**src/hdl/sdtb_pkg.sv**
```systemverilog
// Shared types, constants and small lookup functions for the sparse
// decimal to binary converter. Depends on nothing else.
package sdtb_pkg;

  localparam int WORD_W    = 32;
  localparam int ACC_W     = 192;
  localparam int CHUNK_W   = 64;
  localparam int DIGIT_W   = 8;
  localparam int BASE_W    = 30;
  localparam int DIV_W     = 27;
  localparam int SCALE_W   = 6;
  localparam int FRAC_W    = 4;
  localparam int CNT_W     = $clog2(ACC_W);
  localparam int MAC_STEPS = ACC_W / DIGIT_W;
  localparam int DIV_STEPS = ACC_W;
  localparam int NUM_CHUNKS = ACC_W / CHUNK_W;
  localparam int IDX_W     = 2;

  localparam logic [BASE_W-1:0] GROUP_BASE = 30'd1000000000;
  localparam int                SIGN_BIT   = 31;
  localparam logic [WORD_W-1:0] VALUE_MASK = 32'h7FFF_FFFF;
  localparam logic [FRAC_W-1:0] GROUP_DIGITS = 4'd9;

  // configuration register indexes
  localparam logic REG_SCALE = 1'b0;
  localparam logic REG_TRUNC = 1'b1;

  typedef struct packed {
    logic load;
    logic step;
  } sdtb_ctl_t;

  // scale mod 9 by compare and subtract; input is below 64
  function automatic logic [FRAC_W-1:0] frac_digits(input logic [SCALE_W-1:0] s);
    logic [SCALE_W-1:0] x;
    x = s;
    if (x >= 6'd36) x = x - 6'd36;
    if (x >= 6'd18) x = x - 6'd18;
    if (x >= 6'd9)  x = x - 6'd9;
    return x[FRAC_W-1:0];
  endfunction

  // 10^(9 - frac) for the padding digits of the last group; 1 when frac is 0 or above 8
  function automatic logic [DIV_W-1:0] pad_divisor(input logic [FRAC_W-1:0] frac);
    logic [DIV_W-1:0] d;
    case (frac)
      4'd1:    d = 27'd100000000;
      4'd2:    d = 27'd10000000;
      4'd3:    d = 27'd1000000;
      4'd4:    d = 27'd100000;
      4'd5:    d = 27'd10000;
      4'd6:    d = 27'd1000;
      4'd7:    d = 27'd100;
      4'd8:    d = 27'd10;
      default: d = 27'd1;
    endcase
    return d;
  endfunction

endpackage

```
**src/hdl/sdtb_mac.sv**
```systemverilog
// Byte-serial multiply by 1e9 with add, least significant byte first.
// Depends on sdtb_pkg.
module sdtb_mac (
  input  logic                             clk,
  input  sdtb_pkg::sdtb_ctl_t              ctl,
  input  logic [sdtb_pkg::WORD_W-1:0]      addend,
  input  logic [sdtb_pkg::DIGIT_W-1:0]     digit_in,
  output logic [sdtb_pkg::DIGIT_W-1:0]     digit_out
);

  localparam int P_W = sdtb_pkg::DIGIT_W + sdtb_pkg::BASE_W + 1;

  logic [sdtb_pkg::WORD_W-1:0] carry;
  logic [P_W-1:0]              prod;

  // byte * 1e9 + carry stays below 2^39
  assign prod = P_W'(digit_in) * P_W'(sdtb_pkg::GROUP_BASE) + P_W'(carry);
  assign digit_out = prod[sdtb_pkg::DIGIT_W-1:0];

  always_ff @(posedge clk) begin
    if (ctl.load) begin
      carry <= addend;
    end else if (ctl.step) begin
      carry <= sdtb_pkg::WORD_W'(prod[P_W-1:sdtb_pkg::DIGIT_W]);
    end
  end

endmodule

```
**src/hdl/sdtb_div.sv**
```systemverilog
// Bit-serial restoring division by the divisor input, most significant bit first.
// Depends on sdtb_pkg.
module sdtb_div (
  input  logic                           clk,
  input  sdtb_pkg::sdtb_ctl_t            ctl,
  input  logic [sdtb_pkg::DIV_W-1:0]     divisor,
  input  logic                           bit_in,
  output logic                           q_bit
);

  logic [sdtb_pkg::DIV_W-1:0] rem;
  logic [sdtb_pkg::DIV_W:0]   partial;
  logic [sdtb_pkg::DIV_W:0]   diff;

  assign partial = {rem, bit_in};
  assign diff    = partial - {1'b0, divisor};
  assign q_bit   = (partial >= {1'b0, divisor});

  always_ff @(posedge clk) begin
    if (ctl.load) begin
      rem <= '0;
    end else if (ctl.step) begin
      rem <= q_bit ? diff[sdtb_pkg::DIV_W-1:0] : partial[sdtb_pkg::DIV_W-1:0];
    end
  end

endmodule

```
**src/hdl/sparse_decimal_to_binary_top.sv**
```systemverilog
// Top level of the sparse decimal to binary converter: controller, 192-bit
// accumulator shift register and result registers. Uses sdtb_pkg, sdtb_mac, sdtb_div.
//
//  channel  | signals                                   | transfer
//  ---------+-------------------------------------------+------------------------
//  input    | start, busy, word, last_word              | start && !busy
//  result   | result_valid, chunk, chunk_index,         | result_valid (1 cycle)
//           | negative, overflow, last_chunk            |
//  config   | cfg_we, cfg_index, cfg_data               | cfg_we
//
// Steps: the first word of a decimal needs no multiply-add pass; each further word
// runs 24 byte steps of the multiply-add unit through the accumulator.
// A word past MAX_WORDS skips the pass. On the last word the tail adds a
// bit-serial division over all 192 accumulator bits when truncation applies, a
// finish state to settle the sign and three chunks. Reset is synchronous and clears control state.
// The receiver cannot stall: each chunk is on the ports for one cycle only.
module sparse_decimal_to_binary_top #(
  parameter int MAX_WORDS = 6
) (
  input  logic                              clk,
  input  logic                              rst,
  input  logic                              start,
  output logic                              busy,
  input  logic [sdtb_pkg::WORD_W-1:0]       word,
  input  logic                              last_word,
  output logic                              result_valid,
  output logic [sdtb_pkg::CHUNK_W-1:0]      chunk,
  output logic [sdtb_pkg::IDX_W-1:0]        chunk_index,
  output logic                              negative,
  output logic                              overflow,
  output logic                              last_chunk,
  input  logic                              cfg_we,
  input  logic                              cfg_index,
  input  logic [sdtb_pkg::SCALE_W-1:0]      cfg_data
);

  localparam int WS_W = $clog2(MAX_WORDS + 1);

  typedef enum logic [2:0] {
    ST_IDLE,
    ST_MAC,
    ST_DIV,
    ST_FINISH,
    ST_EMIT
  } state_t;

  state_t                        state;
  logic [sdtb_pkg::ACC_W-1:0]    acc;
  logic [sdtb_pkg::CNT_W-1:0]    cnt;
  logic [WS_W-1:0]               words_seen;
  logic                          sign_flag;
  logic                          overflow_flag;
  logic                          last_pending;
  logic [sdtb_pkg::IDX_W-1:0]    emit_idx;

  logic [sdtb_pkg::SCALE_W-1:0]  scale;
  logic                          truncate_enable;

  logic                          accept;
  logic                          trunc_on;
  logic [sdtb_pkg::FRAC_W-1:0]   frac;
  logic [sdtb_pkg::DIV_W-1:0]    divisor;
  logic                          mac_start;
  logic                          tail_now;
  logic                          go_div;
  logic                          mac_done;
  logic                          div_done;

  sdtb_pkg::sdtb_ctl_t           mac_ctl;
  sdtb_pkg::sdtb_ctl_t           div_ctl;
  logic [sdtb_pkg::DIGIT_W-1:0]  mac_digit;
  logic                          div_q;

  // Configuration writes land at once; the user must write only while idle, the block does not enforce it.
  always_ff @(posedge clk) begin
    if (rst) begin
      scale           <= '0;
      truncate_enable <= 1'b0;
    end else if (cfg_we) begin
      case (cfg_index)
        sdtb_pkg::REG_SCALE: scale           <= cfg_data;
        sdtb_pkg::REG_TRUNC: truncate_enable <= cfg_data[0];
        default: ;
      endcase
    end
  end

  assign frac     = sdtb_pkg::frac_digits(scale);
  assign divisor  = sdtb_pkg::pad_divisor(frac);
  assign trunc_on = truncate_enable && (frac != '0);

  assign busy     = (state != ST_IDLE);
  assign accept   = start && !busy;
  assign mac_done = (cnt == sdtb_pkg::CNT_W'(sdtb_pkg::MAC_STEPS - 1));
  assign div_done = (cnt == sdtb_pkg::CNT_W'(sdtb_pkg::DIV_STEPS - 1));

  // A word needs the multiply-add pass unless it opens the decimal or is past capacity.
  assign mac_start = accept && (words_seen != '0) && (words_seen < WS_W'(MAX_WORDS));
  // The tail begins right away on a last word that skips the pass, or when the pass ends.
  assign tail_now  = (accept && last_word && !mac_start)
                  || ((state == ST_MAC) && mac_done && last_pending);
  assign go_div    = tail_now && trunc_on;

  always_comb begin
    mac_ctl.load = mac_start;
    mac_ctl.step = (state == ST_MAC);
    div_ctl.load = go_div;
    div_ctl.step = (state == ST_DIV);
  end

  sdtb_mac u_mac (
    .clk       (clk),
    .ctl       (mac_ctl),
    .addend    (word),
    .digit_in  (acc[sdtb_pkg::DIGIT_W-1:0]),
    .digit_out (mac_digit)
  );

  sdtb_div u_div (
    .clk     (clk),
    .ctl     (div_ctl),
    .divisor (divisor),
    .bit_in  (acc[sdtb_pkg::ACC_W-1]),
    .q_bit   (div_q)
  );

  always_ff @(posedge clk) begin
    if (rst) begin
      state         <= ST_IDLE;
      cnt           <= '0;
      words_seen    <= '0;
      sign_flag     <= 1'b0;
      overflow_flag <= 1'b0;
      last_pending  <= 1'b0;
      emit_idx      <= '0;
      result_valid  <= 1'b0;
    end else begin
      // a chunk leaves in the cycle after each emit step
      result_valid <= (state == ST_EMIT);
      case (state)
        ST_IDLE: begin
          if (accept) begin
            last_pending <= last_word;
            cnt          <= '0;
            if (words_seen == '0) begin
              // opening word: drop the sign bit into its flag
              sign_flag  <= word[sdtb_pkg::SIGN_BIT];
              acc        <= sdtb_pkg::ACC_W'(word & sdtb_pkg::VALUE_MASK);
              words_seen <= WS_W'(1);
            end else if (mac_start) begin
              words_seen <= words_seen + WS_W'(1);
            end else begin
              overflow_flag <= 1'b1;
            end
            if (mac_start) begin
              state <= ST_MAC;
            end else if (last_word) begin
              state <= go_div ? ST_DIV : ST_FINISH;
            end
          end
        end
        ST_MAC: begin
          // rotate one product byte into the top, low byte out to the unit
          acc <= {mac_digit, acc[sdtb_pkg::ACC_W-1:sdtb_pkg::DIGIT_W]};
          if (mac_done) begin
            cnt <= '0;
            if (last_pending) begin
              state <= go_div ? ST_DIV : ST_FINISH;
            end else begin
              state <= ST_IDLE;
            end
          end else begin
            cnt <= cnt + sdtb_pkg::CNT_W'(1);
          end
        end
        ST_DIV: begin
          // shift the dividend out at the top, quotient bits in at the bottom
          acc <= {acc[sdtb_pkg::ACC_W-2:0], div_q};
          if (div_done) begin
            cnt   <= '0;
            state <= ST_FINISH;
          end else begin
            cnt <= cnt + sdtb_pkg::CNT_W'(1);
          end
        end
        ST_FINISH: begin
          // a zero magnitude never reads as negative
          negative <= sign_flag && (|acc);
          overflow <= overflow_flag;
          emit_idx <= '0;
          state    <= ST_EMIT;
        end
        ST_EMIT: begin
          chunk        <= acc[sdtb_pkg::CHUNK_W-1:0];
          chunk_index  <= emit_idx;
          last_chunk   <= (emit_idx == sdtb_pkg::IDX_W'(sdtb_pkg::NUM_CHUNKS - 1));
          acc          <= acc >> sdtb_pkg::CHUNK_W;
          emit_idx     <= emit_idx + sdtb_pkg::IDX_W'(1);
          if (emit_idx == sdtb_pkg::IDX_W'(sdtb_pkg::NUM_CHUNKS - 1)) begin
            words_seen    <= '0;
            sign_flag     <= 1'b0;
            overflow_flag <= 1'b0;
            last_pending  <= 1'b0;
            state         <= ST_IDLE;
          end
        end
        default: state <= ST_IDLE;
      endcase
    end
  end

  // Chunks of one decimal come in consecutive cycles.
  a_chunks_back_to_back: assert property (@(posedge clk) disable iff (rst)
    result_valid && !last_chunk |=> result_valid)
    else $error("chunk stream broke before the last chunk");

  // A chunk run always opens at the least significant slice.
  a_run_starts_low: assert property (@(posedge clk) disable iff (rst)
    $rose(result_valid) |-> (chunk_index == '0))
    else $error("chunk run did not start at index zero");

  // The final slice carries the top index.
  a_last_is_top: assert property (@(posedge clk) disable iff (rst)
    result_valid && last_chunk |-> (chunk_index == sdtb_pkg::IDX_W'(sdtb_pkg::NUM_CHUNKS - 1)))
    else $error("last chunk flag on wrong slice");

  // Sign and overflow hold across the chunks of one decimal.
  a_flags_hold: assert property (@(posedge clk) disable iff (rst)
    result_valid && (chunk_index != '0) |-> $stable(negative) && $stable(overflow))
    else $error("flags changed within a chunk run");

  // The divider only runs when truncation applies.
  a_div_needs_trunc: assert property (@(posedge clk) disable iff (rst)
    (state == ST_DIV) |-> trunc_on)
    else $error("division pass without truncation");

endmodule

```
**config.mk**
```make
export PLATFORM = sky130hd
export DESIGN_NAME = sparse_decimal_to_binary_top
export DESIGN_NICKNAME = d
export VERILOG_FILES = /design/src/hdl/sdtb_pkg.sv /design/src/hdl/sdtb_mac.sv /design/src/hdl/sdtb_div.sv /design/src/hdl/sparse_decimal_to_binary_top.sv
export SDC_FILE = /design/constraint.sdc
export NUM_CORES = 1
export LEC_CHECK = 0
export ABC_AREA = 0
export BUFFER_PORTS_ARGS = -buffer_cell sky130_fd_sc_hd__buf_2
export CORE_MARGIN = 2
export CORE_UTILIZATION = 45
export DETAILED_ROUTE_END_ITERATION = 6
export HOLD_SLACK_MARGIN = 0.15
export SLEW_MARGIN = 10
export SYNTH_ARGS = -nofsm -noshare
export SYNTH_HDL_FRONTEND = slang
export SYNTH_SLANG_ARGS = --single-unit
```
**constraint.sdc**
```tcl
create_clock -name clk -period 31.9 [get_ports clk]
set_input_delay 0 -clock clk [delete_from_list [all_inputs] [get_ports clk]]
set_output_delay 0 -clock clk [all_outputs]
set_load 0.02 [all_outputs]
```
==> summary.txt <==
========================================================================================
Outcome ...................................................................    completed
Nature of the critical path endpoint ......................................    flip-flop
Flip-flop and latch count after synthesis .................................          347
Number of global-route vias before repair .................................       17,200
MaxCap Viol Count .........................................................            0
Series of cell instances along the critical path .......................... inv_1 > ha_1 > nand2b_1 > o2111ai_1 > a32o_1 > mux2i_1 > ha_1 > nand2b_1 > o22ai_2 > nand2_1 > xnor2_1 > and2_0 > o21ai_0 > ha_1 > nand3_1 > nor3_1 > and2_1 > o211ai_1 > a31o_2 > o2111ai_1 > nand2_1 > or4b_1 > a31oi_1
Overall via count from detail_route .......................................       17,900
Buffers inserted during post-CTS setup optimization .......................            0
Most prevalent standard cell on the critical path .........................         ha_1
Total number of nets in the final design ..................................        2,448
Share of the cycle needed by the critical path after routing ..............        0.246
CTS tree ..................................................................          yes
Total count of hold-check failures in the final report ....................            0
Share of synthesized flip-flops with an asynchronous set or reset .........            0
Critical path data arrival time ...........................................      8320 ps
Most common cell after layout, fill and taps aside ........................     edfxtp_1
Count of nets left with antenna violations after detail routing ...........            0
Required time of the critical path ........................................    32,390 ps
Maximum clock insertion buffer count ......................................            3
Number of search-and-repair iterations in the first detailed-routing pass .            6
Critical path class .......................................................   reg -> reg
Worst hold-check path type ................................................    in -> reg
Per-instance average area after synthesis .................................   10.2 sq um
Sum of overflow across all layers after global routing ....................            0
Time the final worst path needs with I/O delays and setup .................      7830 ps
Root buffer cell ..........................................................    clkbuf_16
Prevailing post-synth register cell .......................................     edfxtp_1
Hold path startpoint ......................................................    cfg_index
Cell depth of the worst flop-to-flop path .................................           23
Setup repair after global routing missed its margin .......................           no
Number of placement rows ..................................................           80
Count of flip-flops with a built-in enable after synthesis ................          293
Drt wl/cell ...............................................................      23.8 um
Nature of the critical path startpoint ....................................    flip-flop
Count of port buffers added during placement ..............................          114
Final core utilization ....................................................        0.516
Largest fanout on the critical path .......................................           26
Die area .................................................................. 49,500 sq um
Measured slew at the worst slew-check pin .................................      1210 ps
Standard cell with the maximum stage delay on the critical path ...........       or4b_1
Die span in x .............................................................       223 um
Fill cell total of the finished layout ....................................        4,336
Synth cell types ..........................................................           91
Post-route insts no fill ..................................................        2,875
Synthesized Nets ..........................................................        2,331
Clock insertion delay at the later pin of the skew report .................       600 ps
Total Wirelength ..........................................................    68,300 um
Worst Hold Path Cells .....................................................            5
Endpoint, Worst Hold ...................................................... truncate_enable$_SDFFE_PP0P_
Dpl cells .................................................................        2,743
Core area ................................................................. 47,400 sq um
I/O pin count .............................................................          115
Die height ................................................................       223 um
Vias per cell .............................................................         6.24
Number of buffers added by the clock tree synthesis step ..................           40
CTS HTree Levels ..........................................................            2
Final weighted congestion of routability-driven global placement ..........        0.907
Most frequent cells in the layout ......................................... 293 x edfxtp_1, 232 x nand2_1, 174 x o21ai_0, 149 x nor2_1, 129 x a22oi_1
Clock Skew ................................................................      34.6 ps
Final Max Tran Viols ......................................................            0
Antenna diode count .......................................................            0
CP peak stage delay .......................................................       710 ps
Initial detailed-routing violation count ..................................        2,209
Worst-case headroom to the max-slew limit .................................        0.191
Overall routing resource usage ............................................        0.272
Cell count after synthesis ................................................        2,112
Count of unresolved DRC violations after routing ..........................            0
Antenna violations before repair ..........................................            1
Synth-to-layout area growth ...............................................        13.7%
Setup TNS .................................................................         0 ps
Number of warning messages in the yosys log ...............................            0
Post-synthesis instance area .............................................. 21,500 sq um
Starting density of the core ..............................................        0.453
Final count of negative-setup-slack endpoints .............................            0
Half-perimeter wire length after detailed placement .......................    48,200 um
Launch point of the worst reg-to-reg path ................................. scale[2]$_SDFFE_PP0P_
Maximum number of pins on one net before global-route repair ..............          193
FF-to-FF setup slack ......................................................    24,070 ps
Clock-pin slew on the worst setup and hold paths ..........................        60 ps
Max Freq ..................................................................      128 MHz
Worst Hold Margin .........................................................       302 ps
Wire length of the first global-routing pass ..............................   104,000 um
Fraction of final layout cells sized beyond drive strength 1 ..............        0.101
Sequential share of the synthesized area ..................................        0.459
# clock sinks .............................................................          347
Reg-to-Reg End ............................................................ u_div.rem[25]$_SDFFE_PP0P_
========================================================================================
area by class of cell:
cell class / instances / area, sq um / area share
Clock inverter: 21 / 228 / 0.00931
Multi-Input combinational cell: 1539 / 10800 / 0.441
Inverter: 112 / 420 / 0.0172
Timing Repair Buffer: 189 / 1290 / 0.0529
Sequential cell: 347 / 9880 / 0.404
Tap cell: 615 / 769 / 0.0315
Clock buffer: 52 / 1080 / 0.0440
registers in the layout, indices dropped and copies added (netlist names):
name	cells
result_valid	1
sign_flag	1
chunk_index	2
cnt	8
state	3
words_seen	3
acc	192
scale	6
last_chunk	1
emit_idx	2
overflow	1
last_pending	1
u_div.rem	27
chunk	64
overflow_flag	1
truncate_enable	1
negative	1
u_mac.carry	32
per-stage QoR:
stage                     setup WS (ps)  area, sq um
after floorplan                    9120        21500
after global placement            24510        22600
after detailed placement          24250        22600
after CTS                         24200        24500
after global routing              23380        24500
final                             24070        24500
critical path: cells and delay by family, from the launching register on:
kind	cells	cell delay, ps
XOR/XNOR	1	620
flip-flops	1	620
AO/OA/AOI/OAI	8	1780
multiplexers	1	450
AND/OR/NAND/NOR	9	2980
adder cells (fa/ha/maj)	3	1120
buffers and inverters	1	190
worst max path at each step:
stage / start / end / cells past startpoint / slack (ps)
CTS: scale[2]$_SDFFE_PP0P_ / u_div.rem[25]$_SDFFE_PP0P_ / 23 / 24200
finish: scale[2]$_SDFFE_PP0P_ / u_div.rem[25]$_SDFFE_PP0P_ / 23 / 24070
global placement: scale[2]$_SDFFE_PP0P_ / u_div.rem[25]$_SDFFE_PP0P_ / 24 / 24510
floorplan: state[0]$_SDFFE_PP0P_ / acc[0]$_DFFE_PP_ / 5 / 9120
global route: scale[2]$_SDFFE_PP0P_ / u_div.rem[4]$_SDFFE_PP0P_ / 23 / 23380
detailed placement: scale[2]$_SDFFE_PP0P_ / u_div.rem[25]$_SDFFE_PP0P_ / 23 / 24250
synthesized netlist by cell type (4+ instances only):
cell,number,area share
edfxtp_1,293,0.41
nand2_1,232,0.040
o21ai_0,174,0.040
nor2_1,151,0.026
a22oi_1,129,0.045
ha_1,125,0.073
inv_1,110,0.019
a21oi_1,104,0.024
clkbuf_1,99,0.017
a22o_1,64,0.026
dfxtp_1,54,0.050
nor4_1,53,0.015
fa_1,50,0.047
nand3_1,35,0.0081
nor3_1,31,0.0072
xnor2_1,31,0.013
xor2_1,30,0.012
a21o_1,24,0.0084
nand4_1,24,0.0070
a211oi_1,20,0.0070
a311oi_1,19,0.0077
o21a_1,18,0.0063
a221o_1,17,0.0079
a31oi_1,16,0.0047
nor2b_1,15,0.0044
nand2b_1,14,0.0041
and2_1,10,0.0029
and3_1,10,0.0029
or3_1,10,0.0029
o211ai_1,9,0.0031
buf_1,8,0.0014
o31ai_1,8,0.0028
a2111oi_0,7,0.0029
o21bai_1,7,0.0024
o22ai_1,7,0.0020
mux2i_1,4,0.0019
nand3b_1,4,0.0014
o2111ai_1,4,0.0016
or2_2,4,0.0012
timing repair:
item | CTS | global route
hold buffers | 59 | 0
gates resized for setup | 0 | 0
endpoints found under the hold margin | 85 | 0
metal layers:
layer,wire (um),global-route usage,share of wire
met5,0,0,0
met4,2310,0.0972,0.034
met2,31500,0.430,0.46
met1,29000,0.383,0.42
met3,5460,0.0397,0.080
kinds of logic (layout without fill, tap and decap cells):
| kind of cell | Yosys count | after routing | synth area share |
|---|---|---|---|
| AO/OA/AOI/OAI | 681 | 681 | 0.219 |
| XOR/XNOR | 61 | 61 | 0.0248 |
| adder cells (fa/ha/maj) | 175 | 175 | 0.119 |
| buffers and inverters | 226 | 374 | 0.0410 |
| flip-flops | 347 | 347 | 0.459 |
| multiplexers | 6 | 6 | 0.00291 |
| AND/OR/NAND/NOR | 616 | 616 | 0.134 |
Power is left out: the tool's default activity adds up to more than one toggle a clock period on the data nets, which glitch-free logic cannot reach.
